`src/sv/pmv_pkg.sv`:
```
// Shared types, constants and the control program for the motor voltage controller.
// Depends on nothing; every other file of the block imports it.
package pmv_pkg;

    // Number formats.
    localparam int FRAC_BITS      = 16;
    localparam int INTEGRAL_WIDTH = 48;
    localparam int VOLT_LIMIT     = 98304;
    localparam int SINE_FRAC      = 15;

    localparam int WORD_W    = 32;
    localparam int SINE_W    = 16;
    localparam int DRIVE_W   = 18;
    localparam int MODE_W    = 2;
    localparam int CFG_IDX_W = 3;
    localparam int PC_W      = 4;

    // Error is one bit wider than a speed, the error difference two bits wider.
    localparam int ERR_W  = WORD_W + 1;
    localparam int DIFF_W = WORD_W + 2;
    localparam int OPA_W  = DIFF_W;
    localparam int PROD_W = OPA_W + WORD_W;
    // The accumulator holds any sum of a few shifted products and the integral exactly.
    localparam int ACC_W  = PROD_W + 2;

    // Mode register bits.
    localparam int MODE_PD_BIT  = 0;
    localparam int MODE_NEG_BIT = 1;
    localparam logic [MODE_W-1:0] MODE_RESET = MODE_W'(2);

    // Saturation and clamp limits at accumulator width.
    localparam logic signed [ACC_W-1:0] LOOP_MAX =
        {{(ACC_W - WORD_W + 1){1'b0}}, {(WORD_W - 1){1'b1}}};
    localparam logic signed [ACC_W-1:0] LOOP_MIN = ~LOOP_MAX;
    localparam logic signed [ACC_W-1:0] INTEG_MAX =
        {{(ACC_W - INTEGRAL_WIDTH + 1){1'b0}}, {(INTEGRAL_WIDTH - 1){1'b1}}};
    localparam logic signed [ACC_W-1:0] INTEG_MIN = ~INTEG_MAX;
    localparam logic signed [ACC_W-1:0] VOLT_HI = ACC_W'(VOLT_LIMIT);
    localparam logic signed [ACC_W-1:0] VOLT_LO_NEG = -VOLT_HI;

    // Configuration register indexes.
    typedef enum logic [CFG_IDX_W-1:0] {
        CFG_PROP_GAIN,
        CFG_INTEG_GAIN_DT,
        CFG_DERIV_GAIN_PER_DT,
        CFG_MODE,
        CFG_SPEED_COEF,
        CFG_FRICTION_COEF,
        CFG_ACCEL_COEF,
        CFG_GRAVITY_COEF
    } cfg_reg_e;

    typedef struct packed {
        logic [WORD_W-1:0] prop_gain;
        logic [WORD_W-1:0] integ_gain_dt;
        logic [WORD_W-1:0] deriv_gain_per_dt;
        logic [MODE_W-1:0] mode;
        logic [WORD_W-1:0] speed_coef;
        logic [WORD_W-1:0] friction_coef;
        logic [WORD_W-1:0] accel_coef;
        logic [WORD_W-1:0] gravity_coef;
    } cfg_t;

    // Control word fields.
    typedef enum logic [2:0] {
        OPA_ERR, OPA_DIFF, OPA_NEG_MEAS, OPA_MEAS, OPA_LOOP, OPA_SINE
    } opa_sel_e;

    typedef enum logic [2:0] {
        OPB_KI, OPB_KP, OPB_KD, OPB_SPEED, OPB_ACCEL, OPB_GRAV
    } opb_sel_e;

    typedef enum logic {
        SHIFT_Q, SHIFT_SINE
    } shift_sel_e;

    typedef enum logic [1:0] {
        BASE_ZERO, BASE_ACC, BASE_INTEG
    } acc_base_e;

    typedef enum logic [1:0] {
        ADD_NONE, ADD_PROD, ADD_INTEG, ADD_FRIC
    } acc_add_e;

    typedef enum logic [1:0] {
        JMP_NONE, JMP_ALWAYS, JMP_IF_PD
    } jump_cond_e;

    // Program steps.
    typedef enum logic [PC_W-1:0] {
        PC_ISSUE,
        PC_PID_KP,
        PC_PID_KD,
        PC_PID_ADD_KD,
        PC_ADD_INTEG,
        PC_LOOP,
        PC_FRIC,
        PC_ACCEL,
        PC_GRAV,
        PC_DONE,
        PC_PD_KP,
        PC_PD_LOAD
    } step_e;

    typedef struct packed {
        logic       mul_en;
        opa_sel_e   opa;
        opb_sel_e   opb;
        shift_sel_e shift;
        logic       acc_en;
        acc_base_e  base;
        acc_add_e   add;
        logic       wr_integ;
        logic       wr_loop;
        logic       done;
        jump_cond_e jump;
        step_e      target;
    } ucode_t;

    typedef struct packed {
        logic   accept;
        logic   step_en;
        ucode_t word;
    } seq_ctrl_t;

    // Control program. A product issued in one step is in the product
    // register in the next step.
    function automatic ucode_t ucode_rom(input step_e pc);
        ucode_t w;
        w = '0;
        unique case (pc)
            PC_ISSUE: begin
                // Integral increment; PD mode branches off here.
                w.mul_en = 1'b1; w.opa = OPA_ERR; w.opb = OPB_KI;
                w.jump = JMP_IF_PD; w.target = PC_PD_KP;
            end
            PC_PID_KP: begin
                w.acc_en = 1'b1; w.base = BASE_INTEG; w.add = ADD_PROD;
                w.mul_en = 1'b1; w.opa = OPA_ERR; w.opb = OPB_KP;
            end
            PC_PID_KD: begin
                w.wr_integ = 1'b1;
                w.acc_en = 1'b1; w.base = BASE_ZERO; w.add = ADD_PROD;
                w.mul_en = 1'b1; w.opa = OPA_DIFF; w.opb = OPB_KD;
            end
            PC_PID_ADD_KD: begin
                w.acc_en = 1'b1; w.base = BASE_ACC; w.add = ADD_PROD;
            end
            PC_ADD_INTEG: begin
                w.acc_en = 1'b1; w.base = BASE_ACC; w.add = ADD_INTEG;
                w.mul_en = 1'b1; w.opa = OPA_MEAS; w.opb = OPB_SPEED;
            end
            PC_LOOP: begin
                w.wr_loop = 1'b1;
                w.acc_en = 1'b1; w.base = BASE_ZERO; w.add = ADD_PROD;
            end
            PC_FRIC: begin
                w.acc_en = 1'b1; w.base = BASE_ACC; w.add = ADD_FRIC;
                w.mul_en = 1'b1; w.opa = OPA_LOOP; w.opb = OPB_ACCEL;
            end
            PC_ACCEL: begin
                w.acc_en = 1'b1; w.base = BASE_ACC; w.add = ADD_PROD;
                w.mul_en = 1'b1; w.opa = OPA_SINE; w.opb = OPB_GRAV;
                w.shift = SHIFT_SINE;
            end
            PC_GRAV: begin
                w.acc_en = 1'b1; w.base = BASE_ACC; w.add = ADD_PROD;
            end
            PC_DONE: begin
                w.done = 1'b1;
            end
            PC_PD_KP: begin
                w.acc_en = 1'b1; w.base = BASE_INTEG; w.add = ADD_PROD;
                w.mul_en = 1'b1; w.opa = OPA_NEG_MEAS; w.opb = OPB_KP;
            end
            PC_PD_LOAD: begin
                w.wr_integ = 1'b1;
                w.acc_en = 1'b1; w.base = BASE_ZERO; w.add = ADD_PROD;
                w.jump = JMP_ALWAYS; w.target = PC_ADD_INTEG;
            end
            default: begin
                w.done = 1'b1;
            end
        endcase
        return w;
    endfunction

endpackage

```
`src/sv/pmv_cfg_regs.sv`:
```
// Configuration register file of the motor voltage controller.
// Depends on pmv_pkg for the register indexes and the cfg_t bundle.
module pmv_cfg_regs (
    input  logic                           clk,
    input  logic                           rst_n,
    input  logic                           cfg_valid,
    output logic                           cfg_ready,
    input  logic [pmv_pkg::CFG_IDX_W-1:0]  cfg_index,
    input  logic [pmv_pkg::WORD_W-1:0]     cfg_data,
    output pmv_pkg::cfg_t                  cfg
);
    import pmv_pkg::*;

    cfg_t cfg_reg;

    // Writes are always taken.
    assign cfg_ready = 1'b1;
    assign cfg       = cfg_reg;

    // One register written per beat.
    always_ff @(posedge clk or negedge rst_n)
    begin
        if (!rst_n)
        begin
            cfg_reg.prop_gain         <= '0;
            cfg_reg.integ_gain_dt     <= '0;
            cfg_reg.deriv_gain_per_dt <= '0;
            cfg_reg.mode              <= MODE_RESET;
            cfg_reg.speed_coef        <= '0;
            cfg_reg.friction_coef     <= '0;
            cfg_reg.accel_coef        <= '0;
            cfg_reg.gravity_coef      <= '0;
        end
        else if (cfg_valid)
        begin
            unique case (cfg_reg_e'(cfg_index))
                CFG_PROP_GAIN:         cfg_reg.prop_gain         <= cfg_data;
                CFG_INTEG_GAIN_DT:     cfg_reg.integ_gain_dt     <= cfg_data;
                CFG_DERIV_GAIN_PER_DT: cfg_reg.deriv_gain_per_dt <= cfg_data;
                CFG_MODE:              cfg_reg.mode              <= cfg_data[MODE_W-1:0];
                CFG_SPEED_COEF:        cfg_reg.speed_coef        <= cfg_data;
                CFG_FRICTION_COEF:     cfg_reg.friction_coef     <= cfg_data;
                CFG_ACCEL_COEF:        cfg_reg.accel_coef        <= cfg_data;
                CFG_GRAVITY_COEF:      cfg_reg.gravity_coef      <= cfg_data;
                default:               cfg_reg                   <= cfg_reg;
            endcase
        end
    end

endmodule

```
`src/sv/pmv_sequencer.sv`:
```
// Step counter and control-word fetch for the motor voltage controller.
// Depends on pmv_pkg for the control program and the control bundle.
module pmv_sequencer (
    input  logic               clk,
    input  logic               rst_n,
    input  logic               in_valid,
    output logic               in_stall,
    output logic               out_valid,
    input  logic               out_stall,
    input  logic               mode_pd,
    output pmv_pkg::seq_ctrl_t ctrl
);
    import pmv_pkg::*;

    logic   busy_reg, busy_next;
    step_e  pc_reg, pc_next;
    logic   out_valid_reg, out_valid_next;
    ucode_t word;
    logic   accept;
    logic   hold;
    logic   step_en;
    logic   jump_taken;

    // Fetch and handshake decode.
    always_comb
    begin
        word    = ucode_rom(pc_reg);
        accept  = in_valid && !busy_reg;
        // The last step waits while an earlier result is still stalled.
        hold    = word.done && out_valid_reg && out_stall;
        step_en = busy_reg && !hold;
        unique case (word.jump)
            JMP_NONE:   jump_taken = 1'b0;
            JMP_ALWAYS: jump_taken = 1'b1;
            JMP_IF_PD:  jump_taken = mode_pd;
            default:    jump_taken = 1'b0;
        endcase
    end

    // Next step, busy flag and output valid.
    always_comb
    begin
        busy_next      = busy_reg;
        pc_next        = pc_reg;
        out_valid_next = out_valid_reg && out_stall;
        priority if (accept)
        begin
            busy_next = 1'b1;
            pc_next   = PC_ISSUE;
        end
        else if (step_en)
        begin
            priority if (word.done)
            begin
                busy_next      = 1'b0;
                out_valid_next = 1'b1;
                pc_next        = PC_ISSUE;
            end
            else if (jump_taken)
            begin
                pc_next = word.target;
            end
            else
            begin
                pc_next = step_e'(pc_reg + 1'b1);
            end
        end
    end

    always_ff @(posedge clk or negedge rst_n)
    begin
        if (!rst_n)
        begin
            busy_reg      <= 1'b0;
            pc_reg        <= PC_ISSUE;
            out_valid_reg <= 1'b0;
        end
        else
        begin
            busy_reg      <= busy_next;
            pc_reg        <= pc_next;
            out_valid_reg <= out_valid_next;
        end
    end

    assign in_stall     = busy_reg;
    assign out_valid    = out_valid_reg;
    assign ctrl.accept  = accept;
    assign ctrl.step_en = step_en;
    assign ctrl.word    = word;

endmodule

```
`src/sv/pmv_datapath.sv`:
```
// Datapath of the motor voltage controller: operand registers, the shared
// multiplier, the accumulator, loop state and the result registers.
// Depends on pmv_pkg for formats, limits and the control bundle.
module pmv_datapath (
    input  logic                              clk,
    input  logic                              rst_n,
    input  pmv_pkg::seq_ctrl_t                ctrl,
    input  pmv_pkg::cfg_t                     cfg,
    input  logic signed [pmv_pkg::WORD_W-1:0] target_speed,
    input  logic signed [pmv_pkg::WORD_W-1:0] measured_speed,
    input  logic signed [pmv_pkg::SINE_W-1:0] load_sine,
    input  logic                              clear,
    output logic signed [pmv_pkg::DRIVE_W-1:0] drive_voltage,
    output logic signed [pmv_pkg::WORD_W-1:0] loop_output,
    output logic                              clamped
);
    import pmv_pkg::*;

    logic signed [WORD_W-1:0]         meas_reg;
    logic signed [ERR_W-1:0]          err_reg;
    logic signed [ERR_W-1:0]          neg_meas_reg;
    logic signed [SINE_W-1:0]         sine_reg;
    logic signed [DIFF_W-1:0]         diff_reg;
    logic signed [ERR_W-1:0]          last_err_reg;
    logic signed [INTEGRAL_WIDTH-1:0] integ_reg;
    logic signed [WORD_W-1:0]         loop_reg;
    logic signed [ACC_W-1:0]          prod_reg;
    logic signed [ACC_W-1:0]          acc_reg;
    logic signed [DRIVE_W-1:0]        drive_reg;
    logic signed [WORD_W-1:0]         loop_out_reg;
    logic                             clamped_reg;

    logic signed [OPA_W-1:0]          opa;
    logic signed [WORD_W-1:0]         opb;
    logic signed [PROD_W-1:0]         product;
    logic signed [PROD_W-1:0]         shifted;
    logic signed [ACC_W-1:0]          base_val;
    logic signed [ACC_W-1:0]          add_val;
    logic signed [ACC_W-1:0]          fric_ext;
    logic signed [ACC_W-1:0]          volt_lo;
    logic signed [ACC_W-1:0]          volt_clamped;
    logic                             volt_hit;
    logic signed [INTEGRAL_WIDTH-1:0] integ_sat;
    logic signed [WORD_W-1:0]         loop_sat;

    // Input beat: capture the operands and form the error.
    always_ff @(posedge clk)
    begin
        if (ctrl.accept)
        begin
            meas_reg     <= measured_speed;
            err_reg      <= ERR_W'(target_speed) - ERR_W'(measured_speed);
            neg_meas_reg <= -ERR_W'(measured_speed);
            sine_reg     <= load_sine;
        end
    end

    // Error difference; settles in the first step and is read in the third.
    always_ff @(posedge clk)
    begin
        diff_reg <= DIFF_W'(err_reg) - DIFF_W'(last_err_reg);
    end

    // Multiplier operand selection.
    always_comb
    begin
        unique case (ctrl.word.opa)
            OPA_ERR:      opa = OPA_W'(err_reg);
            OPA_DIFF:     opa = diff_reg;
            OPA_NEG_MEAS: opa = OPA_W'(neg_meas_reg);
            OPA_MEAS:     opa = OPA_W'(meas_reg);
            OPA_LOOP:     opa = OPA_W'(loop_reg);
            OPA_SINE:     opa = OPA_W'(sine_reg);
            default:      opa = '0;
        endcase
        unique case (ctrl.word.opb)
            OPB_KI:    opb = $signed(cfg.integ_gain_dt);
            OPB_KP:    opb = $signed(cfg.prop_gain);
            OPB_KD:    opb = $signed(cfg.deriv_gain_per_dt);
            OPB_SPEED: opb = $signed(cfg.speed_coef);
            OPB_ACCEL: opb = $signed(cfg.accel_coef);
            OPB_GRAV:  opb = $signed(cfg.gravity_coef);
            default:   opb = '0;
        endcase
    end

    // Shared multiplier; the arithmetic shift rounds toward minus infinity.
    assign product = opa * opb;
    assign shifted = (ctrl.word.shift == SHIFT_SINE) ? (product >>> SINE_FRAC)
                                                     : (product >>> FRAC_BITS);

    always_ff @(posedge clk)
    begin
        if (ctrl.step_en && ctrl.word.mul_en)
        begin
            prod_reg <= ACC_W'(shifted);
        end
    end

    // Accumulator operands; friction follows the sign of the measured speed.
    always_comb
    begin
        fric_ext = ACC_W'($signed(cfg.friction_coef));
        unique case (ctrl.word.base)
            BASE_ZERO:  base_val = '0;
            BASE_ACC:   base_val = acc_reg;
            BASE_INTEG: base_val = ACC_W'(integ_reg);
            default:    base_val = '0;
        endcase
        unique case (ctrl.word.add)
            ADD_NONE:  add_val = '0;
            ADD_PROD:  add_val = prod_reg;
            ADD_INTEG: add_val = ACC_W'(integ_reg);
            ADD_FRIC:
            begin
                priority if (meas_reg > 0)
                    add_val = fric_ext;
                else if (meas_reg < 0)
                    add_val = -fric_ext;
                else
                    add_val = '0;
            end
            default:   add_val = '0;
        endcase
    end

    always_ff @(posedge clk)
    begin
        if (ctrl.step_en && ctrl.word.acc_en)
        begin
            acc_reg <= base_val + add_val;
        end
    end

    // Saturation of the integral and the loop output, clamp of the voltage.
    always_comb
    begin
        priority if (acc_reg > INTEG_MAX)
            integ_sat = INTEG_MAX[INTEGRAL_WIDTH-1:0];
        else if (acc_reg < INTEG_MIN)
            integ_sat = INTEG_MIN[INTEGRAL_WIDTH-1:0];
        else
            integ_sat = acc_reg[INTEGRAL_WIDTH-1:0];

        priority if (acc_reg > LOOP_MAX)
            loop_sat = LOOP_MAX[WORD_W-1:0];
        else if (acc_reg < LOOP_MIN)
            loop_sat = LOOP_MIN[WORD_W-1:0];
        else
            loop_sat = acc_reg[WORD_W-1:0];

        volt_lo = cfg.mode[MODE_NEG_BIT] ? VOLT_LO_NEG : '0;
        priority if (acc_reg > VOLT_HI)
        begin
            volt_clamped = VOLT_HI;
            volt_hit     = 1'b1;
        end
        else if (acc_reg < volt_lo)
        begin
            volt_clamped = volt_lo;
            volt_hit     = 1'b1;
        end
        else
        begin
            volt_clamped = acc_reg;
            volt_hit     = 1'b0;
        end
    end

    // Loop state; clear on the input beat takes effect before the step.
    always_ff @(posedge clk or negedge rst_n)
    begin
        if (!rst_n)
        begin
            integ_reg    <= '0;
            last_err_reg <= '0;
        end
        else
        begin
            if (ctrl.accept && clear)
            begin
                integ_reg    <= '0;
                last_err_reg <= '0;
            end
            else if (ctrl.step_en && ctrl.word.wr_integ)
            begin
                integ_reg <= integ_sat;
            end
            else if (ctrl.step_en && ctrl.word.wr_loop)
            begin
                last_err_reg <= err_reg;
            end
        end
    end

    always_ff @(posedge clk)
    begin
        if (ctrl.step_en && ctrl.word.wr_loop)
        begin
            loop_reg <= loop_sat;
        end
    end

    // Result registers, loaded by the last step.
    always_ff @(posedge clk)
    begin
        if (ctrl.step_en && ctrl.word.done)
        begin
            drive_reg    <= volt_clamped[DRIVE_W-1:0];
            loop_out_reg <= loop_reg;
            clamped_reg  <= volt_hit;
        end
    end

    assign drive_voltage = drive_reg;
    assign loop_output   = loop_out_reg;
    assign clamped       = clamped_reg;

endmodule

```
`src/sv/pid_motor_voltage_controller.sv`:
```
// Top level of the PID motor voltage controller with model feedforward.
// Depends on pmv_pkg, pmv_cfg_regs, pmv_sequencer and pmv_datapath.

// One sample is accepted, then a short control program runs it through a
// single shared 34 x 32 multiplier and one accumulator, issuing at most one
// product per step; the input stalls until the program has run. The PD
// program skips the derivative product; the result lands in an output
// register, so the next sample is taken while it waits, and the last step
// only pauses if the previous result is still stalled. Configuration is
// written through its own port, which is always ready; write it only while
// no sample is in flight.
// There is no clearing pass after reset.
module pid_motor_voltage_controller (
    input  logic                               clk,
    input  logic                               rst_n,
    input  logic                               in_valid,
    output logic                               in_stall,
    input  logic signed [pmv_pkg::WORD_W-1:0]  target_speed,
    input  logic signed [pmv_pkg::WORD_W-1:0]  measured_speed,
    input  logic signed [pmv_pkg::SINE_W-1:0]  load_sine,
    input  logic                               clear,
    output logic                               out_valid,
    input  logic                               out_stall,
    output logic signed [pmv_pkg::DRIVE_W-1:0] drive_voltage,
    output logic signed [pmv_pkg::WORD_W-1:0]  loop_output,
    output logic                               clamped,
    input  logic                               cfg_valid,
    output logic                               cfg_ready,
    input  logic [pmv_pkg::CFG_IDX_W-1:0]      cfg_index,
    input  logic [pmv_pkg::WORD_W-1:0]         cfg_data
);
    import pmv_pkg::*;

    cfg_t      cfg;
    seq_ctrl_t ctrl;

    pmv_cfg_regs u_cfg_regs (
        .clk       (clk),
        .rst_n     (rst_n),
        .cfg_valid (cfg_valid),
        .cfg_ready (cfg_ready),
        .cfg_index (cfg_index),
        .cfg_data  (cfg_data),
        .cfg       (cfg)
    );

    pmv_sequencer u_sequencer (
        .clk       (clk),
        .rst_n     (rst_n),
        .in_valid  (in_valid),
        .in_stall  (in_stall),
        .out_valid (out_valid),
        .out_stall (out_stall),
        .mode_pd   (cfg.mode[MODE_PD_BIT]),
        .ctrl      (ctrl)
    );

    pmv_datapath u_datapath (
        .clk            (clk),
        .rst_n          (rst_n),
        .ctrl           (ctrl),
        .cfg            (cfg),
        .target_speed   (target_speed),
        .measured_speed (measured_speed),
        .load_sine      (load_sine),
        .clear          (clear),
        .drive_voltage  (drive_voltage),
        .loop_output    (loop_output),
        .clamped        (clamped)
    );

    // An accepted beat starts the program, so the input side stalls next cycle.
    assert property (@(posedge clk) disable iff (!rst_n)
        (in_valid && !in_stall) |=> in_stall)
        else $error("input not stalled after an accepted beat");

    // A result appears only after the last program step has run.
    assert property (@(posedge clk) disable iff (!rst_n)
        $rose(out_valid) |-> $past(ctrl.step_en && ctrl.word.done))
        else $error("output valid without a finished program");

    // The last step never overwrites a result that is still stalled.
    assert property (@(posedge clk) disable iff (!rst_n)
        (ctrl.step_en && ctrl.word.done) |-> !(out_valid && out_stall))
        else $error("result register overwritten while stalled");

endmodule
```
`config.mk`:
```
export PLATFORM = sky130hd
export DESIGN_NAME = pid_motor_voltage_controller
export DESIGN_NICKNAME = d
export VERILOG_FILES = /design/src/sv/pmv_pkg.sv /design/src/sv/pmv_cfg_regs.sv /design/src/sv/pmv_sequencer.sv /design/src/sv/pmv_datapath.sv /design/src/sv/pid_motor_voltage_controller.sv
export SDC_FILE = /design/constraint.sdc
export NUM_CORES = 2
export LEC_CHECK = 0
export ABC_AREA = 1
export CORE_ASPECT_RATIO = 1.5
export CORE_MARGIN = 3
export CORE_UTILIZATION = 55
export CTS_CLUSTER_DIAMETER = 120
export DETAILED_ROUTE_END_ITERATION = 8
export DONT_BUFFER_PORTS = 1
export GPL_TIMING_DRIVEN = 0
export HOLD_SLACK_MARGIN = 0.02
export PLACE_DENSITY = 0.72
export SLEW_MARGIN = 15
export SYNTH_ARGS = -nofsm -noshare
export SYNTH_HDL_FRONTEND = slang
export SYNTH_HIERARCHICAL = 1
export SYNTH_SLANG_ARGS = --single-unit
```
`constraint.sdc`:
```
create_clock -name clk -period 19.8 [get_ports clk]
set_clock_uncertainty 0.1 [all_clocks]
set_input_delay 3.96 -clock clk [delete_from_list [all_inputs] [get_ports clk]]
set_output_delay 3.96 -clock clk [all_outputs]
set_load 0.05 [all_outputs]
```
# After elaboration in Yosys (flattened, before gate mapping)

Cells that the tools add are included.

Order comparisons: 8
Equality and inequality tests: 36
$mul: 1
Add/sub/neg operators: 6
Mux-type cells: 36
Reductions and logical operators: 36

Operators by type and width:

| cell                 | count |
|---|---|
| $pmux 68 s4          | 1 |
| $mux 68              | 3 |
| $pmux 34 s6          | 1 |
| $mux 48              | 4 |
| $pmux 32 s6          | 1 |
| $pmux 68 s2          | 1 |
| $mux 33              | 3 |
| $add 68x68->68       | 1 |
| $gt 68x18->1 const B | 1 |
| $gt 68x32->1 const B | 1 |
| $gt 68x48->1 const B | 1 |
| $lt 68x32->1 const B | 1 |
| $lt 68x48->1 const B | 1 |
| $lt 68x68->1         | 1 |
| $neg 32->68          | 1 |
| $mul 34x32->66       | 1 |
| $mux 50              | 1 |
| $pmux 7 s7           | 1 |
| $sub 33x33->34       | 1 |
| $neg 32->33          | 1 |
| $sub 32x32->33       | 1 |
| $gt 32x1->1 const B  | 1 |
| $lt 32x1->1 const B  | 1 |
| $mux 32              | 1 |
| 27 further kinds     | 92 |

Bits of input ports: 121
Register bits after elaboration: 663

# Depth between registers and ports, before layout

Word-level depth: 11
Gate-level depth with buffers: 50
Mapped depth without buffers: 45

# Modules after synthesis

Netlist, hierarchy kept.

By module, submodules not included:

| module        | cells each | times used | sequential area each (µm²) | area each (µm²) |
|---|---|---|---|---|
| pmv_datapath  | 8,708      | 1          | 12,166.7                   | 69,260.2 |
| pmv_cfg_regs  | 991        | 1          | 5,656.7                    | 8,728.4 |
| pmv_sequencer | 121        | 1          | 150.1                      | 849.6 |

# Worst setup path before layout

No wires, ideal clock.

Path type: reg-to-reg
Start: register u_sequencer.pc_reg[0]
End: register u_datapath.prod_reg[47] (data pin)
Setup slack: 10.013 ns
Required time: 19.446 ns
Stages on the path, launching flop included: 44
Setup time: 0.254 ns
Arrival: 9.433 ns
Cells stage by stage: dfrtp_1 > inv_1 > ha_1 > inv_1 > nor2_8 > inv_1 > nand2_1 > buf_4 > buf_4 > inv_1 > nor3_1 > buf_2 > nand2_1 > o211ai_1 > a21oi_1 > o211ai_1 > buf_2 > nand2_1 > [8 not listed] > fa_1 > inv_1 > fa_1 > inv_1 > fa_1 > inv_1 > fa_1 > ha_1 > a21oi_1 > inv_1 > a21oi_1 > inv_1 > a21oi_1 > inv_1 > a2111oi_0 > nand3_1 > nand3_1 > nand2_1

RTL lines:

| element                  | line                | RTL |
|---|---|---|
| start: declaration       | pmv_sequencer.sv:16 | `step_e pc_reg, pc_next;` |
| start signal: assignment | pmv_sequencer.sv:81 | `pc_reg <= pc_next;` |
| end signal: assignment   | pmv_datapath.sv:96  | `prod_reg <= ACC_W'(shifted);` |
| end: declaration         | pmv_datapath.sv:27  | `logic signed [ACC_W-1:0] prod_reg;` |

==> results_dict.tcl <==
set metrics [dict create \
    syn_avg_cell_area_sq_um 8.03 \
    crit_fanout 10 \
    grt_setup_unrepaired "no" \
    htree_levels 2 \
    syn_inst 9815 \
    post-cts-setup-buffers 0 \
    holdBufCountCts 0 \
    fmax_ghz 0.0718 \
    fin_util_pct 59.0 \
    gp_congestion 1.13 \
    clockRootBuffer "clkbuf_16" \
    initial_core_util_pct 55.5 \
    worstRegToRegCells 39 \
    drt_iter0_markers 7622 \
    hold_path_class "flop to flop" \
    row_count 169 \
    startpoint "u_sequencer/pc_reg[0]" \
    drive_gt1_share_pct 3.09 \
    cts_resized 0 \
    die_h_um 470 \
    ant_nets 0 \
    cp.arrival_ns 14.24 \
    clock_sinks 662 \
    crit_path_frequent_cell "inv_1" \
    wl_met1_mm 101 \
    status "complete, no violations" \
    top_layer "met5" \
    cts_tree "yes" \
    clockBufferDepth 3 \
    period_minus_slack_ns 13.93 \
    num_vias 71100 \
    cpPeakStageDelay_ns 0.90 \
    grt_max_degree 314 \
    worst_pin_slew_ns 1.41 \
    die_area_sq_um 148000 \
    dr_wl_met2_mm 155 \
    port_buffers 0 \
    syn-cell-area_sq_um 78800 \
    slew_viol_final 0 \
    drc 0 \
    drt_pass1_iterations 7 \
    cp-end-kind "flop" \
    r2r_start "u_sequencer/pc_reg[0]" \
    vias_per_cell 6.00 \
    wl_mm 339 \
    dp_hpwl_mm 275 \
    cts_buffers 59 \
    area_growth_pct 6.29 \
    fin_crit_sh_pct 70.3 \
    critPathCapture "u_datapath/prod_reg[48]" \
    worst-setup-path-type "flop to flop" \
    wl_met3_mm 32.7 \
    clk_pin_slew_worst_paths_ns 0.07 \
    finalSetupViolations 0 \
    io_pins 175 \
    grt_pass1_vias 73800 \
    wl_per_cell_um 28.6 \
    grt_usage_pct 46.3 \
    grt_pass1_wl_mm 488 \
    crit_path_start_kind "flop" \
    grt-ovfl-total 0 \
    coreArea_sq_um 142000 \
    syn-num-nets 11500 \
    final_nets 11500 \
    rrSetupSlack_ns 5.87 \
    antenna_found_initial 30 \
    hold_violations 0 \
    max-cap-violations 0 \
    chipWidth_um 315 \
    worstPathRequired_ns 20.12 \
    yosysWarningCount 6 \
    setup_tns_ns 0 \
    cp_slowest_cell "clkinv_1" \
    largest_register_ff_count 226 \
    insertion_delay_ns 0.71 \
    slew_headroom_pct 5.38 \
    r2r_end "u_datapath/prod_reg[48]" \
]
## critical path, delay by kind of cell (launching register included)
kind	cells	cell delay, ns
AO/OA/AOI/OAI	4	1.16
adder cells (fa/ha/maj)	10	5.71
buffers and inverters	13	3.52
flip-flops	1	0.46
AND/OR/NAND/NOR	12	2.63
## stage by stage
stage          cells  worst slack, ns  hold slack (ns)  cell area [sq um]
2_1_floorplan   9815            10.01            0.326              78800
3_3_place_gp   11700             5.79            0.353              81200
3_5_place_dp   11700             6.80            0.358              81500
4_1_cts        11800             6.73            0.375              83600
5_1_grt        11800             5.56            0.388              83700
6_report       11900             5.87            0.375              83800
## worst min-delay path by stage
| stage | startpoint | endpoint | depth (start not counted) |
|---|---|---|---|
| finish | u_cfg_regs/cfg[124] | u_cfg_regs/cfg[124] | 2 |
| global route | u_cfg_regs/cfg[121] | u_cfg_regs/cfg[121] | 2 |
| CTS | u_cfg_regs/cfg[141] | u_cfg_regs/cfg[141] | 2 |
| detailed placement | u_cfg_regs/cfg[141] | u_cfg_regs/cfg[141] | 2 |
| global placement | u_cfg_regs/cfg[126] | u_cfg_regs/cfg[126] | 2 |
| floorplan | u_datapath/loop_reg[10] | u_datapath/loop_output[10] | 0 |
## cell usage in the layout (no fill, tap or decap), types with 11 or more instances in the layout
master and n:
nor3_1 57, ha_1 380, xor2_1 129, xnor2_1 64, o211ai_1 39, o21a_1 31
o221ai_1 20, a221oi_1 22, fa_1 1143, a31oi_1 43, o22ai_1 29, nand3_1 417
dfrtp_1 312, a21o_1 19, o21ai_1 18, clkbuf_1 286, diode_2 27, buf_2 55
nor4_1 44, clkbuf_2 16, a21oi_1 396, edfxtp_1 315, clkinv_1 16, nor4_2 19
nand4_1 59, o21ai_0 291, inv_1 2166, dfxtp_1 34, nand2_1 2417, buf_1 14
buf_4 15, nor2_1 745, nand3b_1 25, inv_2 21, clkbuf_16 59, or2_2 11
a22o_1 33
## routing by layer
layer	track usage [%]	vias to the layer above
met3	13.0	1892
met2	74.3	4407
met1	45.1	34800
li1	-	30100
met5	0	-
met4	51.5	16
## cell type report
class	count	area (sq um)
antenna	27	67.6
buffer	372	1520
clock buffer	72	1600
clock inverter	40	524
fill	13200	58100
inverter	2201	8260
multi-input combinational	6580	51200
sequential	662	18000
tap	1881	2350
timing repair buffer	20	239
Power is left out: the tool's default activity adds up to more than one toggle a clock period on the data nets, which glitch-free logic cannot reach.
